===== src/design/idm_pkg.sv =====
// shared types for the pipelined integer divider
`default_nettype none

package idm_pkg;

   // sign fixups carried alongside each operation
   typedef struct packed {
      logic neg_quo;
      logic neg_rem;
   } sign_flags_type;

   // operand and result port width
   localparam int unsigned PORT_WIDTH = 64;

endpackage

`default_nettype wire


===== src/design/idm_prep.sv =====
// input stage: operand truncation and magnitude conversion for signed mode
`default_nettype none

module idm_prep #(
   parameter int unsigned DATA_WIDTH = 64
) (
   input  wire logic                         clock,
   input  wire logic                         reset,
   input  wire logic                         in_valid,
   output logic                              in_ready,
   input  wire logic                         in_signed,
   input  wire logic [idm_pkg::PORT_WIDTH-1:0] in_dividend,
   input  wire logic [idm_pkg::PORT_WIDTH-1:0] in_divisor,
   output logic                              out_valid,
   input  wire logic                         out_ready,
   output logic [DATA_WIDTH-1:0]             out_num,
   output logic [DATA_WIDTH-1:0]             out_den,
   output idm_pkg::sign_flags_type           out_flags
);
   import idm_pkg::*;

   logic                  valid_ff;
   logic                  valid_in;
   logic [DATA_WIDTH-1:0] num_ff;
   logic [DATA_WIDTH-1:0] num_in;
   logic [DATA_WIDTH-1:0] den_ff;
   logic [DATA_WIDTH-1:0] den_in;
   sign_flags_type        flags_ff;
   sign_flags_type        flags_in;
   logic [DATA_WIDTH-1:0] num_raw;
   logic [DATA_WIDTH-1:0] den_raw;
   logic                  num_neg;
   logic                  den_neg;

   // slot is free when empty or draining this cycle
   assign in_ready = !valid_ff || out_ready;

   // magnitudes and sign fixups
   always_comb begin
      num_raw = in_dividend[DATA_WIDTH-1:0];
      den_raw = in_divisor[DATA_WIDTH-1:0];
      num_neg = in_signed && num_raw[DATA_WIDTH-1];
      den_neg = in_signed && den_raw[DATA_WIDTH-1];
      num_in = num_neg ? (~num_raw + 1'b1) : num_raw;
      den_in = den_neg ? (~den_raw + 1'b1) : den_raw;
      flags_in.neg_quo = num_neg ^ den_neg;
      flags_in.neg_rem = num_neg;
      valid_in = in_ready ? in_valid : valid_ff;
   end

   // stage valid
   always_ff @(posedge clock) begin
      if (reset) begin
         valid_ff <= 1'b0;
      end else begin
         valid_ff <= valid_in;
      end
   end

   // stage payload
   always_ff @(posedge clock) begin
      if (in_valid && in_ready) begin
         num_ff   <= num_in;
         den_ff   <= den_in;
         flags_ff <= flags_in;
      end
   end

   assign out_valid = valid_ff;
   assign out_num   = num_ff;
   assign out_den   = den_ff;
   assign out_flags = flags_ff;

endmodule

`default_nettype wire


===== config.mk =====
export PLATFORM = sky130hd
export DESIGN_NAME = idm_prep
export DESIGN_NICKNAME = d
export VERILOG_FILES = /design/src/design/idm_pkg.sv /design/src/design/idm_prep.sv
export SDC_FILE = /design/constraint.sdc
export NUM_CORES = 1
export LEC_CHECK = 0
export BUFFER_PORTS_ARGS = -buffer_cell sky130_fd_sc_hd__buf_2
export CAP_MARGIN = 20
export CORE_MARGIN = 3
export CORE_UTILIZATION = 35
export CTS_CLUSTER_SIZE = 16
export DETAILED_ROUTE_END_ITERATION = 7
export GPL_ROUTABILITY_DRIVEN = 0
export GPL_TIMING_DRIVEN = 0
export REMOVE_ABC_BUFFERS = 1
export SYNTH_ARGS = -nofsm -noshare
export SYNTH_HDL_FRONTEND = slang
export SYNTH_SLANG_ARGS = --single-unit

===== constraint.sdc =====
create_clock -name clock -period 5.5 [get_ports clock]
set_input_delay 1.1 -clock clock [delete_from_list [all_inputs] [get_ports clock]]
set_output_delay 1.1 -clock clock [all_outputs]
set_load 0.005 [all_outputs]

# Yosys cells after proc, flatten, opt, wreduce, memory -nomap -nowiden
# Cells that the tools add are included.
[totals] register_bits=131 input_bits=133 output_inout_bits=132 word_cells=17
[classes] addsub=2 muxes=2 n_bitwise=3 n_reduce_logical=5
[ops] op="adder 64 x 1 -> 64 bit, second input constant" n=2
[ops] op="2-to-1 mux 64 bit" n=2
[ops] op="NOT 64 bit" n=2
[ops] op="logical AND 1 bit" n=3
[ops] op="zero test 1 bit" n=1
[ops] op="logical OR 1 bit" n=1
[ops] op="XOR 1 bit" n=1

# Depth between registers and ports, before layout
[depth] depth_word=3 depth_mapped=7 mapped_depth_nobuf=7

# Least setup slack after synthesis
# No wires, ideal clock.
[synth_path] path_type="input-to-reg" from="input port out_ready" to="register den_ff[0] (netlist: out_den[0]), enable pin" setup_time_ns=0.505 arrival_ns=4.255 t_required_ns=4.995 path_slack_ns=0.740 path_stages=2 path_buffers=0 path_cell_list="nand2b_1 and2_1"
[synth_between] elab_chain_cells=2
[synth_lines] item="start: declaration" line_no="idm_prep.sv:15" source="input wire logic out_ready,"
[synth_lines] item="logical OR 1 bit" line_no="idm_prep.sv:36" source="assign in_ready = !valid_ff || out_ready;"
[synth_lines] item="logical AND 1 bit" line_no="idm_prep.sv:62" source="if (in_valid && in_ready) begin"
[synth_lines] item="end signal: assignment" line_no="idm_prep.sv:64" source="den_ff <= den_in;"
[synth_lines] item="end: declaration" line_no="idm_prep.sv:26" source="logic [DATA_WIDTH-1:0] den_ff;"
# Every way passes these cells.
# A chain may end at the register's enable or synchronous reset.

# Worst setup path in the final report
[layout_path] from="input port in_dividend[1] (netlist bit)" to="register num_ff[52] (netlist: out_num[52]), data pin"
[layout_between] elab_chain_cells=3
[layout_lines] item="start: declaration" line_no="idm_prep.sv:12" source="input wire logic [idm_pkg::PORT_WIDTH-1:0] in_dividend,"
[layout_lines] item="NOT 64 bit" line_no="idm_prep.sv:44" source="num_in = num_neg ? (~num_raw + 1'b1) : num_raw;"
[layout_lines] item="adder 64 x 1 -> 64 bit" line_no="idm_prep.sv:44"
[layout_lines] item="2-to-1 mux 64 bit" line_no="idm_prep.sv:44"
[layout_lines] item="via num_in[52]" line_no="idm_prep.sv:25" source="logic [DATA_WIDTH-1:0] num_in;"
[layout_lines] item="end signal: assignment" line_no="idm_prep.sv:63" source="num_ff <= num_in;"
[layout_lines] item="end: declaration" line_no="idm_prep.sv:24" source="logic [DATA_WIDTH-1:0] num_ff;"
# The timed path passes the listed nets, and every way through them passes these cells.

==> flow_metrics.tcl <==
set metrics [dict create \
    status "finished clean" \
    required_ns 5.66 \
    cts_tree "yes" \
    seq_area_sq_um 3920 \
    dp.final_hpwl_mm 14.9 \
    cts_resized 0 \
    fmax_mhz 269 \
    post-route-min-period_ns 3.71 \
    fin_util_pct 47.6 \
    skew_ns 0.00697 \
    r2r-start "out_valid$_SDFFE_PP0N_" \
    crit_end "out_num[52]$_DFFE_PP_" \
    r2r_end "out_den[20]$_DFFE_PP_" \
    final_layout_size_suffix_gt1_share_pct 35.7 \
    tightest_slew_ns 1.01 \
    track_usage_pct 17.8 \
    synth_top_area_cell "edfxtp_1" \
    seq_area_frac_synth_pct 57.0 \
    routed_wl_mm 19.5 \
    reg2regPathDepth 3 \
    finalSetupViolCount 0 \
    rsz0062_at_grt "false" \
    final_common_cell "buf_2" \
    tns_ns 0 \
    hold_class "flop to flop" \
    finalCritPeriodShare_pct 67.5 \
    timing.hold.ws_ns 0.533 \
    worstSetupStartpointType "primary input" \
    grt_pass1_wl_mm 30.2 \
    die_w_um 146 \
    vias_per_cell 5.03 \
    synth.yosys.warnings 0 \
    cp_max_fo 7 \
    die_area_sq_um 21400 \
    grt_overflow_total 0 \
    cts_setup_buffers 0 \
    maxCapViolCount 0 \
    vias 5679 \
    startpoint "in_dividend[1]" \
    reg2reg_slack_ns 3.58 \
    final_cell_mix "buf_2 (264), edfxtp_1 (130), xor2_1 (84)" \
    n_antenna_cell 0 \
    report.final.hold_viol_count 0 \
    synth_cells 586 \
    grt_pass1_vias 5331 \
    floorplan.rows 50 \
    nFillCells 1840 \
    pin_count 265 \
    synthToLayoutAreaGrowth_pct 31.7 \
    leakagePower_nw 3.62 \
    hold_buffers 0 \
    synth_top_area_share_pct 56.7 \
    grt_max_degree 70 \
    slew_headroom_pct 32.0 \
    ys_top_cells_by_area "edfxtp_1 (57%), xor2_1 (11%), xnor2_1 (5.0%)" \
    drt_first_pass_iters 4 \
    drtIter0Drc 333 \
    drc 0 \
    port_buffers 264 \
    worstSkewPairLatency_ns 0.41 \
    dieHeight_um 146 \
    netlist_area_sq_um 6880 \
    synth_seq_cells 131 \
    start_util_pct 36.2 \
    cts_buffer_depth 2 \
    cts_buffers 17 \
    root_buffer "clkbuf_16" \
    postRouteAntennaNets 0 \
    drt-wirelength-per-cell_um 17.3 \
    slew_violations 0 \
    design.core.area_sq_um 19000 \
    nets 991 \
    multi_input_area_sq_um 2820 \
    critPathKind "primary input to flop" \
    htreeDepth 4 \
    clk_pin_slew_ns 0.06 \
    cp-end-kind "flop" \
    crit_arrival_ns 3.87 \
    antenna_found_initial 0 \
    vdd_drop_max_mv 0.197 \
    power_density_nw_per_um2 285 \
    synth.avg_cell_area_sq_um 11.7 \
    synth_cell_type_count 41 \
    cts.sinks 131 \
]
-- where the power goes --
part | total (mW) | switching (mW) | leakage, nW | internal [mW]
Sequential | 1.22 | 0.0177 | 1.27 | 1.20
Clock | 1.00 | 0.426 | 0.255 | 0.574
Combinational | 0.359 | 0.202 | 2.10 | 0.157
Total | 2.58 | 0.646 | 3.62 | 1.94
-- per-layer routing --
layer  routed length, um  global-route usage, %
met4                 285                   5.69
met1                8930                   24.6
met2                9250                   28.2
met5                   0                      0
met3                1020                   3.57
-- state kept, by name, indices dropped and copies added, names as in the netlist --
signal	count
out_den	64
out_num	64
out_flags	2
out_valid	1
-- worst min-delay path by stage --
stage / start / endpoint / cells after the start
floorplan: out_valid$_SDFFE_PP0N_ / out_valid$_SDFFE_PP0N_ / 2
global placement: out_valid$_SDFFE_PP0N_ / out_valid$_SDFFE_PP0N_ / 2
detailed placement: out_valid$_SDFFE_PP0N_ / out_valid$_SDFFE_PP0N_ / 2
CTS: out_valid$_SDFFE_PP0N_ / out_valid$_SDFFE_PP0N_ / 2
global route: out_valid$_SDFFE_PP0N_ / out_valid$_SDFFE_PP0N_ / 2
finish: out_valid$_SDFFE_PP0N_ / out_valid$_SDFFE_PP0N_ / 2
-- area by class of cell --
type | instances | share of cell area (%)
clock buffer | 19 | 4.78
clock inverter | 13 | 0.967
inverter | 14 | 0.580
multi-input combinational | 423 | 31.2
sequential | 131 | 43.3
tap | 260 | 3.59
timing repair buffer | 269 | 15.6
-- metrics by stage --
step           cells  instance area, sq um  power (mW)  setup slack [ns]
2_1_floorplan    568                  6790        1.40             0.740
3_3_place_gp    1092                  8440        1.61            -0.715
3_5_place_dp    1097                  8540        1.60              1.39
4_1_cts         1129                  9060        2.61              1.82
5_1_grt         1129                  9060        2.69              1.50
6_report        1129                  9060        2.58              1.79
-- worst max-delay path: stages --
cell	delay (ns)
buf_2	0.12
inv_1	0.07
ha_1	0.15
nor3b_1	0.64
nand4_1	0.44
nor4_1	0.94
a31oi_1	0.22
xor2_1	0.19
-- cell families after synthesis --
logic type      count (synthesis)  synth area share (%)
buf+inv                        32                  2.07
simple gates                  192                  15.3
xor+xnor                      123                  15.7
compound gates                106                  9.55
fa+ha+maj                       2                 0.364
flops                         131                  57.0
-- Yosys cell counts --
| master | count |
|---|---|
| or4_4 | 1 |
| or3b_2 | 1 |
| nor4_4 | 1 |
| or3_1 | 4 |
| o21ai_0 | 13 |
| nor2b_1 | 1 |
| a41oi_1 | 5 |
| nor4_2 | 1 |
| o31ai_1 | 11 |
| o41ai_1 | 5 |
| nor3b_1 | 2 |
| or4_1 | 8 |
| edfxtp_1 | 130 |
| nor2_2 | 1 |
| and2_0 | 2 |
| xnor2_1 | 39 |
| nor4_1 | 34 |
| xor2_1 | 84 |
| nand4b_1 | 4 |
| nand2b_1 | 8 |
| buf_6 | 3 |
| and2_1 | 6 |
| or2_1 | 1 |
| o41ai_2 | 2 |
| or2_2 | 2 |
| nand4_1 | 8 |
| a21boi_0 | 1 |
| ha_1 | 2 |
| clkbuf_1 | 15 |
| nand3b_1 | 2 |
| nand3_1 | 2 |
| nor4b_1 | 3 |
| inv_1 | 14 |
| a21o_1 | 1 |
| a21oi_1 | 41 |
| a31oi_1 | 27 |
| nand2_1 | 19 |
| nor3_1 | 29 |
| dfxtp_1 | 1 |
| nor2_1 | 51 |
| nand4bb_1 | 1 |
No activity file was read; power rests on OpenSTA's default activity.
