<file path="config.mk">
export PLATFORM = sky130hd
export DESIGN_NAME = idm_step
export DESIGN_NICKNAME = d
export VERILOG_FILES = /design/src/design/idm_pkg.sv /design/src/design/idm_step.sv
export SDC_FILE = /design/constraint.sdc
export NUM_CORES = 1
export LEC_CHECK = 0
export ABC_AREA = 1
export BUFFER_PORTS_ARGS = -buffer_cell sky130_fd_sc_hd__buf_2
export CORE_ASPECT_RATIO = 1.1
export CORE_MARGIN = 3
export CORE_UTILIZATION = 48
export CTS_CLUSTER_SIZE = 10
export DETAILED_ROUTE_END_ITERATION = 8
export GPL_TIMING_DRIVEN = 1
export HOLD_SLACK_MARGIN = 0.06
export PLACE_DENSITY = 0.8
export SLEW_MARGIN = 20
export SYNTH_ARGS = -nofsm -noshare
export SYNTH_HDL_FRONTEND = slang
export SYNTH_SLANG_ARGS = --single-unit
</file>
<file path="constraint.sdc">
create_clock -name clock -period 11.45 [get_ports clock]
set_input_delay 1.145 -clock clock [delete_from_list [all_inputs] [get_ports clock]]
set_output_delay 1.145 -clock clock [all_outputs]
set_load 0.02 [all_outputs]
</file>
<file path="src/design/idm_pkg.sv">
// shared types for the pipelined integer divider
`default_nettype none

package idm_pkg;

   // sign fixups carried alongside each operation
   typedef struct packed {
      logic neg_quo;
      logic neg_rem;
   } sign_flags_type;

   // operand and result port width
   localparam int unsigned PORT_WIDTH = 64;

endpackage

`default_nettype wire

</file>
<file path="src/design/idm_step.sv">
// one restoring division step with its pipeline register
`default_nettype none

module idm_step #(
   parameter int unsigned DATA_WIDTH = 64
) (
   input  wire logic               clock,
   input  wire logic               reset,
   input  wire logic               in_valid,
   output logic                    in_ready,
   input  wire logic [DATA_WIDTH-1:0] in_part,
   input  wire logic [DATA_WIDTH-1:0] in_acc,
   input  wire logic [DATA_WIDTH-1:0] in_den,
   input  wire idm_pkg::sign_flags_type in_flags,
   output logic                    out_valid,
   input  wire logic               out_ready,
   output logic [DATA_WIDTH-1:0]   out_part,
   output logic [DATA_WIDTH-1:0]   out_acc,
   output logic [DATA_WIDTH-1:0]   out_den,
   output idm_pkg::sign_flags_type out_flags
);
   import idm_pkg::*;

   logic                  valid_ff;
   logic                  valid_in;
   logic [DATA_WIDTH-1:0] part_ff;
   logic [DATA_WIDTH-1:0] part_in;
   logic [DATA_WIDTH-1:0] acc_ff;
   logic [DATA_WIDTH-1:0] acc_in;
   logic [DATA_WIDTH-1:0] den_ff;
   sign_flags_type        flags_ff;
   logic [DATA_WIDTH-1:0] shifted;
   logic [DATA_WIDTH:0]   diff;
   logic                  take;

   assign in_ready = !valid_ff || out_ready;

   // shift in the next dividend bit, trial subtract, keep or restore;
   // the accumulator holds remaining dividend bits above and quotient bits below
   always_comb begin
      shifted  = {in_part[DATA_WIDTH-2:0], in_acc[DATA_WIDTH-1]};
      diff     = {1'b0, shifted} - {1'b0, in_den};
      take     = !diff[DATA_WIDTH];
      part_in  = take ? diff[DATA_WIDTH-1:0] : shifted;
      acc_in   = {in_acc[DATA_WIDTH-2:0], take};
      valid_in = in_ready ? in_valid : valid_ff;
   end

   // stage valid
   always_ff @(posedge clock) begin
      if (reset) begin
         valid_ff <= 1'b0;
      end else begin
         valid_ff <= valid_in;
      end
   end

   // stage payload
   always_ff @(posedge clock) begin
      if (in_valid && in_ready) begin
         part_ff  <= part_in;
         acc_ff   <= acc_in;
         den_ff   <= in_den;
         flags_ff <= in_flags;
      end
   end

   assign out_valid = valid_ff;
   assign out_part  = part_ff;
   assign out_acc   = acc_ff;
   assign out_den   = den_ff;
   assign out_flags = flags_ff;

endmodule

`default_nettype wire

</file>
Word level (Yosys, flattened, before mapping)
Cells that the tools add are included.
{"block": "classes", "add_sub_neg": 1, "n_mul": 0, "div_mod_pow": 0, "n_lt_le_gt_ge": 0, "eq_ne": 0, "shift": 0, "n_mux": 1, "n_bitwise": 0, "n_reduce_logical": 4}
{"op": "subtractor 64 x 64 -> 65 bit", "n": 1}
{"op": "two-way mux 64 bit", "n": 1}
{"op": "zero test 1 bit", "n": 2}
{"op": "logical AND 1 bit", "n": 1}
{"op": "logical OR 1 bit", "n": 1}
{"block": "word_totals", "register_bits": 195, "latchBits": 0, "ramBits": 0, "romBits": 0, "input_bits": 198, "output_inout_bits": 196, "wordCells": 12, "n_memories": 0}

Depth between registers and ports, before layout
{"block": "logic_depth", "depth_word": 3, "ltp_mapped": 18, "mapped_depth_nobuf": 17}

Worst setup path after synthesis
No wires, ideal clock.
{"block": "synth_timing", "path_type": "input-to-reg", "from": "in in_valid", "to": "reg acc_ff[0], in the netlist out_acc[0], enable pin", "setup_time_ps": 813, "arrival_ps": 10502, "required_time_ps": 10637, "setup_slack_ps": 135, "stages": 2, "path_buffers": 0, "cell_sequence": "inv_1 > a21oi_1"}
{"block": "synth_between", "elab_chain_len": 1}
{"item": "start: declaration", "line_no": "idm_step.sv:9", "source": "input wire logic in_valid,"}
{"item": "logical AND 1 bit", "line_no": "idm_step.sv:60", "source": "if (in_valid && in_ready) begin"}
{"item": "end signal: assignment", "line_no": "idm_step.sv:62", "source": "acc_ff <= acc_in;"}
{"item": "end: declaration", "line_no": "idm_step.sv:28", "source": "logic [DATA_WIDTH-1:0] acc_ff;"}
No other way between the ends.
A chain may end at the register's enable or synchronous reset.

Worst setup path after layout
{"block": "layout_timing", "from": "in in_acc[63]", "to": "reg part_ff[52], in the netlist out_part[52] (data pin)"}
{"block": "layout_between", "elab_chain_len": 2}
{"item": "start: declaration", "line_no": "idm_step.sv:12", "source": "input wire logic [DATA_WIDTH-1:0] in_acc,"}
{"item": "subtractor 64 x 64 -> 65 bit", "line_no": "idm_step.sv:42", "source": "diff = {1'b0, shifted} - {1'b0, in_den};"}
{"item": "two-way mux 64 bit", "line_no": "idm_step.sv:44", "source": "part_in = take ? diff[DATA_WIDTH-1:0] : shifted;"}
{"item": "net part_in[52]", "line_no": "idm_step.sv:27", "source": "logic [DATA_WIDTH-1:0] part_in;"}
{"item": "end signal: assignment", "line_no": "idm_step.sv:61", "source": "part_ff <= part_in;"}
{"item": "end: declaration", "line_no": "idm_step.sv:26", "source": "logic [DATA_WIDTH-1:0] part_ff;"}
The timed path passes the listed nets, and every way through them passes these cells.

==> impl_metrics.json <==
{
  "outcome": "complete, no violations",
  "gr-total-overflow": 0,
  "total_power_w": 0.00201,
  "fillers": 2475,
  "combPwrFrac_pct": 27.9,
  "synthTopCellsByCount": "nand2_1 (753), inv_1 (390), edfxtp_1 (194)",
  "synthFlopType": "edfxtp_1",
  "setup_viol": 0,
  "synth_fp_nets": 2008,
  "avgRoutedWirePerCell_um": 16.8,
  "finClkSkew_ns": 0.00790,
  "clkSinkCount": 195,
  "crit_type": "in -> reg",
  "crit_top_cell": "nand2_2",
  "worstHoldPathType": "reg -> reg",
  "gp_congestion": 0.969,
  "diodes": 0,
  "start_util_pct": 48.9,
  "rsz0062_at_grt": "false",
  "hold-worst-slack_ns": 0.554,
  "clk_path_buf_depth": 2,
  "slowest_delay_ns": 0.84,
  "ios": 394,
  "async_flop_share_pct": 0,
  "fp.dieW_um": 162,
  "port_buffers": 392,
  "antenna_found_initial": 2,
  "cts-hold-fix-buffers": 0,
  "htree_num_levels": 4,
  "fp.coreArea_um2": 26100,
  "path_cells": "buf_2 > inv_1 > ha_1 > fa_1 > inv_1 > nand3_1 > nand2_2 > nand2_2 > nand2_2 > nand2_2 > nand2_2 > nand2_1 > nand2_2 > nand2_2 > nand2_4 > clkinv_2 > nand2_1 > nand2_1",
  "layout-drive-gt1-share_pct": 21.2,
  "p_int_w": 0.00132,
  "ys.warnings.count": 0,
  "num_vias": 12152,
  "switching_power_w": 0.000698,
  "synthTopCellsByArea": "edfxtp_1 (46%), nand2_1 (22%), inv_1 (11%)",
  "cts_resized": 0,
  "fmax_ghz": 0.226,
  "yosysMostFrequentCell": "nand2_1",
  "wirelength_mm": 42.2,
  "period_share_pct": 38.7,
  "drtPass1Iterations": 5,
  "syn_area_um2": 12800,
  "num_rows": 62,
  "start_kind": "primary input",
  "sw_frac_of_total_pct": 34.6,
  "die_h_um": 177,
  "drt_iter0_markers": 859,
  "viasPerCell": 4.84,
  "yosysTopAreaCell": "edfxtp_1",
  "p_clk_share_pct": 28.7,
  "ys_seq_area_share_pct": 45.7,
  "finish.utilization_pct": 60.0,
  "max_cap_violations": 0,
  "cp.arrival_ns": 4.62,
  "syn_to_final_growth_pct": 22.7,
  "cp-end-kind": "flop",
  "ir_worst_vdd_mv": 0.0834,
  "grt_pass1_wl_mm": 63.4,
  "r2r-start": "out_valid",
  "layout_min_cycle_time_ns": 4.43,
  "p_leak_nw": 8.81,
  "grt_pass1_vias": 11647,
  "p_per_area_nw_per_um2": 128,
  "tns_ns": 0,
  "seqPwrFrac_pct": 43.4,
  "max-slew-margin-rel_pct": 25.8,
  "slowest_stage": "clkinv_2",
  "drc": 0,
  "antenna_left": 0,
  "synth_top_area_share_pct": 45.6,
  "cp_max_fo": 62,
  "dp_hpwl_mm": 34.6,
  "ys_ff_latch": 195,
  "hold_viol_final": 0,
  "clk_pin_slew_ns": 0.07,
  "grt_usage_pct": 29.2,
  "cts_setup_buffers": 0,
  "die_area_um2": 28600,
  "min_from": "out_valid",
  "syn_avg_cell_area_um2": 7.32,
  "cts-root-buf": "clkbuf_16",
  "critical_path.startpoint": "in_acc[63]",
  "worst_pin_slew_ns": 1.11,
  "clock_latency_ns": 0.45,
  "worst_ep_required_time_ns": 11.64,
  "cts_inserted_buffers": 17,
  "drv_slew": 0,
  "cts_tree": "yes",
  "syn_inst": 1745,
  "grt_max_degree": 194,
  "synth_edf_count": 194,
  "synthDistinctLibCells": 32,
  "nets": 2408
}
-- path summary, 6_finish.rpt --
kind                   to  slack, ns  depth (start not counted)
max          out_part[52]       7.02                         18
min             out_valid       0.55                          2
max reg2reg    out_den[0]       9.57                          2
min reg2reg     out_valid       0.55                          2
-- cell usage in the layout (no fill, tap or decap) --
cell        Yosys  layout
nand2_2         7       7
inv_6           0       3
dfxtp_1         1       1
ha_1           64      64
nor3_1         15      15
a21oi_1        44      43
buf_2           9     392
clkinv_4        0       3
clkbuf_16       0      17
clkinv_8        0       1
buf_4           0       1
edfxtp_1      194     194
nor4_1          2       2
clkinv_2        0       2
nand2_1       753     753
and2_1          1       1
nand3_1        66      66
nand3b_1        8       8
inv_1         390     390
o21ai_1         1       1
clkinv_1        1       1
xnor2_1         1       1
nor2_1        112     112
nand4_1        11      11
a21oi_2         1       1
inv_2           9       8
xor2_1         30      30
a21o_1          1       1
nor3_2          1       1
buf_12          1       1
nand2_4         1       1
nand3_2         7       7
o21ai_0         5       5
a21oi_4         0       1
clkbuf_1        0       1
clkinvlp_4      0       4
nor2_2          4       4
inv_8           0       2
fa_1            1       1
nor2_4          1       1
-- kinds of logic after synthesis --
group | count (synthesis) | share of synthesized area (%)
AO/OA/AOI/OAI | 52 | 2.09
adder cells (fa/ha/maj) | 65 | 6.42
XOR/XNOR | 31 | 2.12
flip-flops | 195 | 45.7
AND/OR/NAND/NOR | 989 | 31.1
buffers and inverters | 413 | 12.6
-- worst max-delay path, delay by kind of cell --
family,cells,cell delay (ns)
AND/OR/NAND/NOR,12,1.70
buffers and inverters,4,1.06
adder cells (fa/ha/maj),2,0.64
-- layer usage --
metal | up-vias | global-route usage [%] | wire, um
met4 | 0 | 11.5 | 1550
met2 | 496 | 50.9 | 20200
met3 | 66 | 6.25 | 3350
met1 | 5483 | 35.3 | 17000
met5 | - | 0 | 0
li1 | 6107 | - | -
-- registers in the layout, summed over array words and instances, names as in the netlist --
| name | count |
|---|---|
| out_den | 64 |
| out_valid | 1 |
| out_acc | 64 |
| out_flags | 2 |
| out_part | 64 |
-- layout make-up --
type / instances / area (um^2) / share of cell area (%)
flip-flops and latches: 195 / 5850 / 37.3
multi-input cells: 1137 / 5340 / 34.1
repair buffers: 394 / 1990 / 12.7
inverters: 400 / 1500 / 9.59
well taps: 352 / 440 / 2.81
clock buffers: 18 / 429 / 2.74
clock inverters: 14 / 126 / 0.806
-- power groups by stage --
stage / combinational (W) / sequential (W) / clock [W]
5_1_grt: 0.000621 / 0.000878 / 0.000613
4_1_cts: 0.000562 / 0.000874 / 0.000586
3_3_place_gp: 0.000551 / 0.000888 / 0
2_1_floorplan: 0.000288 / 0.000973 / 0
6_report: 0.000562 / 0.000874 / 0.000579
3_5_place_dp: 0.000560 / 0.000889 / 0
-- metrics by stage --
step           instances  setup slack, ns  cell area [um^2]
4_1_cts             2510             7.42             15700
3_3_place_gp        2478             7.03             15100
6_report            2510             7.02             15700
3_5_place_dp        2478             6.96             15100
5_1_grt             2510             6.77             15700
2_1_floorplan       1745            0.135             12800
No activity file was read; power rests on OpenSTA's default activity.
