### src/design/idm_pkg.sv
// shared types for the pipelined integer divider
`default_nettype none

package idm_pkg;

   // sign fixups carried alongside each operation
   typedef struct packed {
      logic neg_quo;
      logic neg_rem;
   } sign_flags_type;

   // operand and result port width
   localparam int unsigned PORT_WIDTH = 64;

endpackage

`default_nettype wire

### src/design/idm_post.sv
// output stage: sign fixup of quotient and remainder into the result register
`default_nettype none

module idm_post #(
   parameter int unsigned DATA_WIDTH = 64
) (
   input  wire logic                 clock,
   input  wire logic                 reset,
   input  wire logic                 in_valid,
   output logic                      in_ready,
   input  wire logic [DATA_WIDTH-1:0] in_quo,
   input  wire logic [DATA_WIDTH-1:0] in_rem,
   input  wire idm_pkg::sign_flags_type in_flags,
   output logic                      out_valid,
   input  wire logic                 out_stall,
   output logic [idm_pkg::PORT_WIDTH-1:0] out_quotient,
   output logic [idm_pkg::PORT_WIDTH-1:0] out_remainder
);
   import idm_pkg::*;

   logic                  valid_ff;
   logic                  valid_in;
   logic [DATA_WIDTH-1:0] quo_ff;
   logic [DATA_WIDTH-1:0] quo_in;
   logic [DATA_WIDTH-1:0] rem_ff;
   logic [DATA_WIDTH-1:0] rem_in;

   assign in_ready = !valid_ff || !out_stall;

   // conditional negation, wrapping
   always_comb begin
      quo_in   = in_flags.neg_quo ? (~in_quo + 1'b1) : in_quo;
      rem_in   = in_flags.neg_rem ? (~in_rem + 1'b1) : in_rem;
      valid_in = in_ready ? in_valid : valid_ff;
   end

   // result valid
   always_ff @(posedge clock) begin
      if (reset) begin
         valid_ff <= 1'b0;
      end else begin
         valid_ff <= valid_in;
      end
   end

   // result payload
   always_ff @(posedge clock) begin
      if (in_valid && in_ready) begin
         quo_ff <= quo_in;
         rem_ff <= rem_in;
      end
   end

   // bits above the operand width read as zero
   assign out_valid     = valid_ff;
   assign out_quotient  = PORT_WIDTH'(quo_ff);
   assign out_remainder = PORT_WIDTH'(rem_ff);

endmodule

`default_nettype wire

### config.mk
export PLATFORM = sky130hd
export DESIGN_NAME = idm_post
export DESIGN_NICKNAME = d
export VERILOG_FILES = /design/src/design/idm_pkg.sv /design/src/design/idm_post.sv
export SDC_FILE = /design/constraint.sdc
export NUM_CORES = 1
export LEC_CHECK = 0
export BUFFER_PORTS_ARGS = -buffer_cell sky130_fd_sc_hd__buf_4
export CORE_ASPECT_RATIO = 0.9
export CORE_MARGIN = 10
export CORE_UTILIZATION = 45
export CTS_CLUSTER_DIAMETER = 80
export CTS_CLUSTER_SIZE = 28
export DETAILED_ROUTE_END_ITERATION = 12
export MAX_ROUTING_LAYER = met4
export PLACE_DENSITY = 0.75
export SETUP_SLACK_MARGIN = 0.4
export SLEW_MARGIN = 10
export SYNTH_ARGS = -nofsm -noshare
export SYNTH_HDL_FRONTEND = slang
export SYNTH_SLANG_ARGS = --single-unit
### constraint.sdc
create_clock -name clock -period 3.8 [get_ports clock]
set_clock_uncertainty 0.1 [all_clocks]
set_input_delay 0.38 -clock clock [delete_from_list [all_inputs] [get_ports clock]]
set_output_delay 0.38 -clock clock [all_outputs]
set_load 0.01 [all_outputs]
# --- Word level (Yosys, flattened, before mapping) ---
# Index checks and enable logic that the tools add are counted.
# W data, S select, Z words.
totals:
  ff_bits: 129
classes:
  muxes: 2
  addsub: 2
  reduce_logical: 4
  bitwise_logic: 2
ops:
  columns: ["cell", "n"]
  rows:
  - ["$add A64 B1 Y64 const B", 2]
  - ["$mux W64", 2]
  - ["$not A64 Y64", 2]
  - ["$logic_not A1 Y1", 2]
  - ["$logic_and A1 B1 Y1", 1]
  - ["$logic_or A1 B1 Y1", 1]

# --- Logic depth before layout (Yosys ltp) ---
# Gate-level depths: netlist of the first run.
depth:
  word_depth: 3
  depth_mapped: 7
  mapped_depth_nobuf: 7

# --- Least setup slack after synthesis of the first run ---
# Ideal clock, no wire load.
synth_path:
  path_type: "in2reg"
  start: "in out_stall"
  end: "reg quo_ff[0], in the netlist out_quotient[0] (enable)"
  slack_ns: -0.279
  stages: 2
  arrival_ns: 3.476
  setup_ns: 0.503
  required_ns: 3.197
  path_cell_list: "nand2_1 and2_1"
synth_via:
  elab_chain_cells: 3
synth_rtl:
  columns: ["item", "line", "text"]
  rows:
  - ["start: declaration", "idm_post.sv:15", "input wire logic out_stall,"]
  - ["$logic_not A1 Y1", "idm_post.sv:28", "assign in_ready = !valid_ff || !out_stall;"]
  - ["$logic_or A1 B1 Y1", "idm_post.sv:28", null]
  - ["$logic_and A1 B1 Y1", "idm_post.sv:48", "if (in_valid && in_ready) begin"]
  - ["end signal: assignment", "idm_post.sv:49", "quo_ff <= quo_in;"]
  - ["end: declaration", "idm_post.sv:23", "logic [DATA_WIDTH-1:0] quo_ff;"]
# Every way passes these cells.
# A chain may end at the register's enable or synchronous reset.

# --- Worst setup path after layout of the first run ---
layout_path:
  start: "in in_quo[12]"
  end: "reg quo_ff[38], in the netlist out_quotient[38] (data pin)"
layout_via:
  elab_chain_cells: 3
layout_rtl:
  columns: ["item", "line", "text"]
  rows:
  - ["start: declaration", "idm_post.sv:11", "input wire logic [DATA_WIDTH-1:0] in_quo,"]
  - ["$not A64 Y64", "idm_post.sv:32", "quo_in = in_flags.neg_quo ? (~in_quo + 1'b1) : in_quo;"]
  - ["$add A64 B1 Y64", "idm_post.sv:32", null]
  - ["$mux W64", "idm_post.sv:32", null]
  - ["via quo_in[38]", "idm_post.sv:24", "logic [DATA_WIDTH-1:0] quo_in;"]
# The timed path passes the listed nets, and every way through them passes these cells.

==> reports/qor.yml, run 1 <==
nFillCells: 1159
drive_above_1_share: 0.380
grt_overflow: 0
clock.fmax_mhz: 388
yosysTopAreaCellShare: 0.555
syn_nets: 703
rr_endpoint: "out_quotient[30]"
rr_startpoint: "out_valid"
yosysTopAreaCell: "edfxtp_1"
cts_buffers: 17
clock-sinks: 129
dieArea_um2: 20800
grt_pass1_wl_um: 34200
placedCellCount: 1010
vias: 5947
dr.pass1.iters: 5
synth.avg_cell_area_um2: 12.2
cts_tree: "yes"
cp_slowest_cell: "or4_1"
ios: 264
path_class: "in -> reg"
layout.cells.non_filler: 1042
core.rowCount: 42
status: "complete, no violations"
cts_max_path_buffers: 2
nNetsFinal: 968
drv_slew: 0
grt_use_total: 0.218
ys_top_cells_by_area: "edfxtp_1 (55%), xnor2_1 (16%), o31ai_1 (4.8%)"
hold_start: "in_rem[0]"
synth.yosys.seq_area_share: 0.558
fin_setup_tns_ns: 0
portBuffers: 263
hpwl_um: 17200
ir_worst_vdd_v: 0.000308
critPathMaxFanout: 16
ys_ff_latch: 129
synth_warnings: 0
initial_core_util: 0.464
dp_slack_ns: 0.761
die_w_um: 151
drv_cap: 0
rsz0062_at_grt: "no"
routed_wl_um: 22400
setup_slack_ns: 1.22
die_h_um: 138
antenna_found_initial: 0
worstSetupEndpointType: "flip-flop"
fin_crit_sh: 0.678
ant_nets: 0
syn_area_um2: 6930
grt_max_degree: 66
setup_viol: 0
fin_crit_ns: 2.58
postCtsSetupBuffers: 0
htreeDepth: 4
r2r_slack_ns: 1.90
core-area_um2: 14900
critPathLaunchType: "input pin"
n_antenna_cell: 0
relSlewSlack: 0.545
tightest_slew_ns: 0.683
area_growth_pct: 40.1
critPathBufInv: 1
syn_inst: 567
p_leak_nw: 3.53
min_to: "out_remainder[0]"
worstHoldPathType: "in -> reg"
gp_congestion: 0.896
path_delay_family: "simple AND/OR/NAND/NOR gates"
cts_root_buffer: "clkbuf_16"
worstSkewPairLatency_ns: 0.42
crit_path_max_incr_delay_ns: 0.61
clk_pin_slew_worst_paths_ns: 0.06
arrival_ns: 2.63
hold_depth: 1
post_drt_wl_per_cell_um: 21.5
drc_errors: 0
crit_chain: "buf_4 -> or4_1 -> nor4b_4 -> nand3_2 -> o41ai_1 -> xnor2_1"
synth_cell_types: 39
reg2reg_depth: 3
drtIter0Drc: 494
finalHoldViolations: 0
first_global_vias: 6212
vias_per_cell: 5.71
power.density_nw_per_um2: 422
required_ns: 3.85
==> cells in the mapped netlist, drive strengths merged <==
cell type	instances
nand3b	5
a211oi	1
and3	2
nor2	16
o21ai	35
edfxtp	128
a21oi	1
ha	2
nand2	39
or4b	1
or4	22
or2	10
or3	25
inv	5
nor3	13
nor4	15
xnor2	123
buf	4
nand4	7
clkbuf	16
nand3	13
nand4b	1
nand2b	7
dfxtp	1
and2	1
o31ai	44
nor4b	2
o41ai	24
nor2b	4
==> registers in the layout, summed over array words and instances (netlist names) <==
register / cells
out_valid: 1
out_quotient: 64
out_remainder: 64
==> where the power goes <==
part | switching, W | internal, W
logic | 0.000342 | 0.000342
registers | 0.0000387 | 0.00172
clock network | 0.000624 | 0.00102
total | 0.00100 | 0.00309
==> cell type report <==
class | instances | area, um^2 | area share
clock inverter | 14 | 166 | 0.0172
timing repair buffer | 266 | 2010 | 0.207
inverter | 5 | 18.8 | 0.00193
sequential | 129 | 3860 | 0.398
multi-input combinational | 413 | 2970 | 0.306
tap | 198 | 248 | 0.0255
clock buffer | 17 | 425 | 0.0438
==> timing repair <==
item / in CTS / in global routing
hold endpoints to repair: 1 / 0
hold buffers: 1 / 0
gates resized for setup: 0 / 0
==> how the worst max path moves through the flow <==
stage                             end  slack (ns)  startpoint  depth (start not counted)
floorplan             out_quotient[0]        1.15   out_stall                          2
finish               out_quotient[38]        1.22  in_quo[12]                          6
detailed placement  out_remainder[63]        0.76  in_rem[10]                          6
global placement     out_quotient[38]        0.85  in_quo[12]                          6
CTS                 out_remainder[63]        1.21  in_rem[10]                          6
global route        out_remainder[44]        1.02  in_rem[10]                          6
==> per-stage QoR <==
step,power (W),util,cell area (um^2),hold slack (ns)
final,0.00409,0.650,9700,0.0588
after global routing,0.00425,0.650,9700,0.0573
after CTS,0.00412,0.650,9700,0.0508
after detailed placement,0.00247,0.610,9100,0.407
after global placement,0.00245,0.610,9100,0.394
after floorplan,0.00207,-,6930,0.352
==> kinds of logic (layout without fill, tap and decap cells) <==
logic type,count (synthesis),count (layout),synth area share
XOR/XNOR,123,123,0.156
flip-flops,129,129,0.558
AND/OR/NAND/NOR,183,183,0.156
adder cells (fa/ha/maj),2,2,0.00361
buffers and inverters,25,302,0.0139
AO/OA/AOI/OAI,105,105,0.113
==> routing by layer <==
layer | up-vias | global-route usage | part of all wire
met5 | - | - | 0
met4 | 0 | 0.0908 | 0.022
met3 | 42 | 0.0879 | 0.12
met2 | 325 | 0.346 | 0.49
met1 | 2854 | 0.241 | 0.37
li1 | 2726 | - | -
==> placed cells by master (no fill, tap or decap), types with 2 or more instances in the layout <==
master,count
nand2_1,38
buf_4,264
nand2b_1,7
nand3b_1,4
nand4_1,6
xnor2_1,123
clkinv_2,3
nor4_1,14
o21ai_0,35
or2_2,9
nor2_1,16
inv_1,5
o31ai_1,44
nor2b_1,4
ha_1,2
clkinvlp_4,3
o41ai_1,17
or4_1,20
clkinv_4,3
and3_1,2
nor3_1,13
clkbuf_16,17
or3_1,25
o41ai_2,7
edfxtp_1,128
or4_4,2
bufinv_16,3
nand3_1,12
No activity file was read; power rests on OpenSTA's default activity.
==> run 2, diff against run 1 <==
==> constraint.sdc (replaced) <==
create_clock -name clock -period 2.3 [get_ports clock]
set_clock_uncertainty 0.1 [all_clocks]
set_input_delay 0.23 -clock clock [delete_from_list [all_inputs] [get_ports clock]]
set_output_delay 0.23 -clock clock [all_outputs]
set_load 0.01 [all_outputs]
==> reports/qor.yml, run 2 (synthesis results as in run 1) <==
status: "complete, no violations"
ant_nets: 0  # unchanged
layout.area.seq_um2: 3860  # about the same
finalHoldViolations: 0  # unchanged
setup_viol: 0  # unchanged
post_drt_wl_per_cell_um: 22.9  # +6.6%
die_w_um: 151  # unchanged
cts_buffers: 17  # unchanged
power.density_nw_per_um2: 594  # +41%
drc_errors: 0  # unchanged
worstSkewPairLatency_ns: 0.41  # about the same
drtIter0Drc: 484  # -2.0%
rsz0062_at_grt: "yes"
worstHoldPathType: "in -> reg"
tightest_slew_ns: 0.921  # +0.238 ns
fin_crit_ns: 2.24
design_area_um2: 11700  # +21%
ir_worst_vdd_v: 0.000532  # +73%
met1_length_um: 9980  # +20%
vias: 6592  # +11%
final_common_cell: "buf_4"
drv_cap: 0  # unchanged
drive_above_1_share: 0.562  # +0.182
clock-sinks: 129  # unchanged
grt_max_degree: 66  # unchanged
sequentialPowerShare: 0.419  # -0.011
clk_pin_slew_worst_paths_ns: 0.06  # about the same
place_area_um2: 10300  # +13%
multiInputGateArea_um2: 3920  # +32%
arrival_ns: 2.28  # -0.35 ns
dp_slack_ns: -0.270  # -1.03 ns
hpwl_um: 18500  # +7.6%
top_layer: "met4"
critPathLaunchType: "input pin"
relSlewSlack: 0.386  # -0.158
drv_slew: 0  # unchanged
cts_tree: "yes"
clkPwrFrac: 0.382  # -0.021
critPathMaxFanout: 3  # -13
routed_wl_um: 26700  # +19%
holdWs_ns: 0.0178  # -0.0410 ns
grt_use_total: 0.234  # +0.0158
fin_util: 0.784  # +0.134
power.switching_w: 0.00172  # +72%
required_ns: 2.34  # -1.51 ns
cts_root_buffer: "clkbuf_16"
antenna_found_initial: 1  # +1
dieArea_um2: 20800  # unchanged
gp_congestion: 0.898  # +0.26%
cts_max_path_buffers: 2  # unchanged
p_leak_nw: 4.53  # +28%
die_h_um: 138  # unchanged
pwr-share-comb: 0.199  # +0.032
wl_met2_um: 13300  # +22%
htreeDepth: 4  # unchanged
intPower_w: 0.00523  # +69%
first_global_vias: 6759  # +8.8%
switching_share: 0.248  # +0.00247
most-common-layout-cells: "buf_4 (348), edfxtp_1 (128), xnor2_1 (120)"
worstSetupEndpointType: "flip-flop"
setup_slack_ns: 0.0634  # -1.16 ns
vias_per_cell: 5.67  # -0.69%
nNetsFinal: 1087  # +12%
grt_overflow: 0  # unchanged
core-area_um2: 14900  # unchanged
fin_crit_sh: 0.972
portBuffers: 263  # unchanged
nFillCells: 894  # -23%
grt_pass1_wl_um: 36700  # +7.2%
fin_setup_tns_ns: 0  # unchanged
dr.pass1.iters: 5  # unchanged
wl_met3_um: 2170  # -19%
path_class: "in -> reg"
initial_core_util: 0.464  # unchanged
area_growth_pct: 69.0
clock.fmax_mhz: 447
core.rowCount: 42  # unchanged
ios: 264  # unchanged
## run 2: metal layers
| metal | up-vias | GRT usage |
|---|---|---|
| met4 | 0 | 0.0881 |
| met3 | 73 | 0.0708 |
| li1 | 2966 | - |
| met2 | 339 | 0.382 |
| met1 | 3214 | 0.267 |
| met5 | - | - |
## run 2: power groups by stage
stage	clock [W]	combinational [W]	sequential (W)
5_1_grt	0.00280	0.00146	0.00292
3_3_place_gp	0	0.00123	0.00295
3_5_place_dp	0	0.00126	0.00295
4_1_cts	0.00267	0.00130	0.00291
6_report	0.00266	0.00138	0.00291
2_1_floorplan	0	0.000421	0.00304
## run 2: worst paths after layout
kind | cells past startpoint | endpoint | slack [ns] | startpoint
max | 6 | out_quotient[63] | 0.06 | in_quo[38]
min | 2 | out_quotient[39] | 0.02 | in_quo[39]
max reg2reg | 3 | out_remainder[41] | 0.73 | out_valid
min reg2reg | 2 | out_remainder[11] | 0.80 | out_valid
## run 2: cell type report
class	instances	share of cell area
tap	198	0.0212
sequential	129	0.330
clock buffer	19	0.0370
multi-input combinational	413	0.335
antenna	1	0.000214
inverter	5	0.00160
clock inverter	13	0.0123
timing repair buffer	385	0.263
## run 2: metrics by stage
stage / std cells / total power [W]
6_report: 1163 / 0.00695
2_1_floorplan: 567 / 0.00346
5_1_grt: 1163 / 0.00719
4_1_cts: 1146 / 0.00688
3_5_place_dp: 1100 / 0.00422
3_3_place_gp: 1100 / 0.00418
## run 2: repair_timing
| item | CTS | global route |
|---|---|---|
| gates resized for setup | 32 | 78 |
| cloned | 0 | 0 |
| setup endpoints to repair | 34 | 68 |
| setup buffers | 8 | 16 |
| hold endpoints to repair | 5 | 0 |
| hold buffers | 6 | 0 |
| pin swaps | 19 | 39 |
## run 2: worst max-delay path, cell delays in order
cell,delay [ns]
buf_6,0.10
or4_4,0.54
or3_1,0.41
or4_4,0.49
o41ai_4,0.37
xnor2_1,0.14
==> run 3, diff against run 2 <==
--- a/config.mk
+++ b/config.mk
@@ -5,15 +5,16 @@
 export SDC_FILE = /design/constraint.sdc
 export NUM_CORES = 1
 export LEC_CHECK = 0
+export ABC_AREA = 1
 export BUFFER_PORTS_ARGS = -buffer_cell sky130_fd_sc_hd__buf_4
 export CORE_ASPECT_RATIO = 0.9
 export CORE_MARGIN = 10
-export CORE_UTILIZATION = 45
+export CORE_UTILIZATION = 55
 export CTS_CLUSTER_DIAMETER = 80
 export CTS_CLUSTER_SIZE = 28
 export DETAILED_ROUTE_END_ITERATION = 12
 export MAX_ROUTING_LAYER = met4
-export PLACE_DENSITY = 0.75
+export PLACE_DENSITY = 0.83
 export SETUP_SLACK_MARGIN = 0.4
 export SLEW_MARGIN = 10
 export SYNTH_ARGS = -nofsm -noshare
==> constraint.sdc (replaced) <==
create_clock -name clock -period 2.6 [get_ports clock]
set_clock_uncertainty 0.1 [all_clocks]
set_input_delay 0.26 -clock clock [delete_from_list [all_inputs] [get_ports clock]]
set_output_delay 0.26 -clock clock [all_outputs]
set_load 0.01 [all_outputs]
==> reports/qor.yml, run 3 <==
status: "complete, no violations"
cts_tree: "yes"
finalHoldViolations: 0  # unchanged
synth_cell_types: 34  # -13%
synth_top_family_by_area: "simple AND/OR/NAND/NOR gates"
initial_core_util: 0.560  # +0.0958
dr.pass1.iters: 6  # +1
area_growth_pct: 34.2
core-area_um2: 15400  # +3.5%
htreeDepth: 4  # unchanged
dp_slack_ns: 0.564  # +0.833 ns
clkPwrFrac: 0.370  # -0.012
sequentialPowerShare: 0.424  # +0.005
routed_wl_um: 32600  # +22%
required_ns: 2.68  # +0.34 ns
design_area_um2: 11600  # -0.89%
ir_worst_vdd_v: 0.000452  # -15%
synth.avg_cell_area_um2: 7.73  # -37%
core.rowCount: 43  # +2.4%
cts_max_path_buffers: 2  # unchanged
drtIter0Drc: 973  # +100%
relSlewSlack: 0.553  # +0.166
ys_top_cells_by_area: "edfxtp_1 (44%), nand2_1 (16%), nor2_1 (8.5%)"
final_common_cell: "nand2_1"
place_area_um2: 10900  # +6.1%
post_drt_wl_per_cell_um: 20.2  # -12%
syn_inst: 1118  # +97%
drv_slew: 0  # unchanged
fin_crit_sh: 0.818
drc_errors: 0  # unchanged
hpwl_um: 26400  # +42%
synth_warnings: 0  # unchanged
die_w_um: 152  # +0.92%
grt_use_total: 0.302  # +0.0679
clock.fmax_mhz: 470
path_class: "in -> reg"
drive_above_1_share: 0.270  # -0.292
grt_overflow: 0  # unchanged
cts_root_buffer: "clkbuf_16"
critPathMaxFanout: 9  # +6
ant_nets: 0  # unchanged
synth_xor_area_frac: 0.0648  # -0.0907
power.switching_w: 0.00178  # +3.4%
holdWs_ns: 0.0245  # +0.00671 ns
clock-sinks: 129  # unchanged
critPathLaunchType: "input pin"
synthMostInstantiatedCell: "nand2_1"
synth_mux_area_frac: 0  # unchanged
synth_compound_area_frac: 0.0395  # -0.0732
grt_pass1_wl_um: 49500  # +35%
antenna_found_initial: 0  # -1
setup_viol: 0  # unchanged
most-common-layout-cells: "nand2_1 (359), buf_4 (272), nor2_1 (194)"
fin_setup_tns_ns: 0  # unchanged
p_leak_nw: 5.19  # +15%
synth-main-ff-cell: "edfxtp_1"
cts_buffers: 17  # unchanged
synth_edf_count: 128  # unchanged
ys_top_cells_by_count: "nand2_1 (361), nor2_1 (196), edfxtp_1 (128)"
drv_cap: 0  # unchanged
yosysTopAreaCellShare: 0.445  # -0.110
vias: 9043  # +37%
rsz0062_at_grt: "no"
postSynth.asyncResetShare: 0  # unchanged
ios: 264  # unchanged
arrival_ns: 2.21  # -0.07 ns
vias_per_cell: 5.59  # -1.4%
grt_max_degree: 39  # -41%
switching_share: 0.296  # +0.0480
nNetsFinal: 1539  # +42%
synth_adder_area_share: 0.00289  # -0.000718
yosysTopAreaCell: "edfxtp_1"
worstSkewPairLatency_ns: 0.43  # +0.02 ns
power.density_nw_per_um2: 519  # -13%
syn_nets: 1254  # +78%
die_h_um: 139  # +0.90%
portBuffers: 263  # unchanged
gp_congestion: 1.03  # +15%
intPower_w: 0.00424  # -19%
syn_area_um2: 8650  # +25%
power.total_w: 0.00602  # -13%
pwr-share-comb: 0.206  # +0.007
dieArea_um2: 21100  # +1.8%
fin_crit_ns: 2.13
worstHoldPathType: "in -> reg"
setup_slack_ns: 0.473  # +0.409 ns
synth-simple-area-share: 0.390  # +0.234
ys_ff_latch: 129  # unchanged
nFillCells: 1136  # +27%
tightest_slew_ns: 0.670  # -0.251 ns
synth.yosys.seq_area_share: 0.447  # -0.111
worstSetupEndpointType: "flip-flop"
clk_pin_slew_worst_paths_ns: 0.06  # about the same
n_antenna_cell: 0  # -1
first_global_vias: 9034  # +34%
-- run 3: kinds of logic after synthesis --
kind of cell    Yosys count
simple gates            753
xor+xnor                 64
fa+ha+maj                 2
buf+inv                 123
compound gates           47
flops                   129
-- run 3: layout make-up --
cell class              instances  area (um^2)  area share
multi-input cells             866         4360       0.376
flip-flops and latches        129         3860       0.333
repair buffers                281         2180       0.188
clock buffers                  18          429      0.0370
well taps                     202          253      0.0218
inverters                     108          405      0.0349
clock inverters                14          106     0.00917
-- run 3: timing repair --
item	4_1_cts	5_1_grt
resized for setup	0	11
setup endpoints to repair	0	23
hold buffers	4	0
endpoints found under the hold margin	4	0
buffers inserted	0	6
-- run 3: per-layer routing --
metal	part of all wire	up-vias	routed length, um	track usage
li1	-	4221	-	-
met3	0.098	102	3190	0.0713
met5	0	-	0	-
met4	0.046	0	1500	0.141
met2	0.50	596	16200	0.511
met1	0.36	4124	11800	0.331
-- run 3: worst paths after layout --
path         startpoint           endpoint  slack (ns)  depth (start not counted)
min          in_quo[55]   out_quotient[55]        0.02                          3
max reg2reg   out_valid    out_quotient[2]        0.96                          2
max           in_rem[0]  out_remainder[46]        0.47                         11
min reg2reg   out_valid          out_valid        0.42                          2
-- run 3: critical path: stages --
cell and delay [ns]:
dlygate4sd3_1 0.57, buf_4 0.15, inv_1 0.09, ha_2 0.21, nand3_4 0.13, nor2_1 0.12
nand2_1 0.13, o21ai_4 0.19, buf_12 0.15, nand2_1 0.07, xor2_1 0.15
-- run 3: power by group through the flow --
stage / clock network (W) / logic (W) / registers [W]
3_3_place_gp: 0 / 0.00118 / 0.00259
6_report: 0.00223 / 0.00124 / 0.00255
5_1_grt: 0.00231 / 0.00133 / 0.00256
4_1_cts: 0.00222 / 0.00122 / 0.00255
3_5_place_dp: 0 / 0.00121 / 0.00259
2_1_floorplan: 0 / 0.000473 / 0.00267
-- run 3: through the flow --
stage | utilization | cells
final | 0.751 | 1618
after global routing | 0.751 | 1618
after CTS | 0.744 | 1612
after detailed placement | 0.707 | 1576
after global placement | 0.707 | 1576
after floorplan | - | 1118
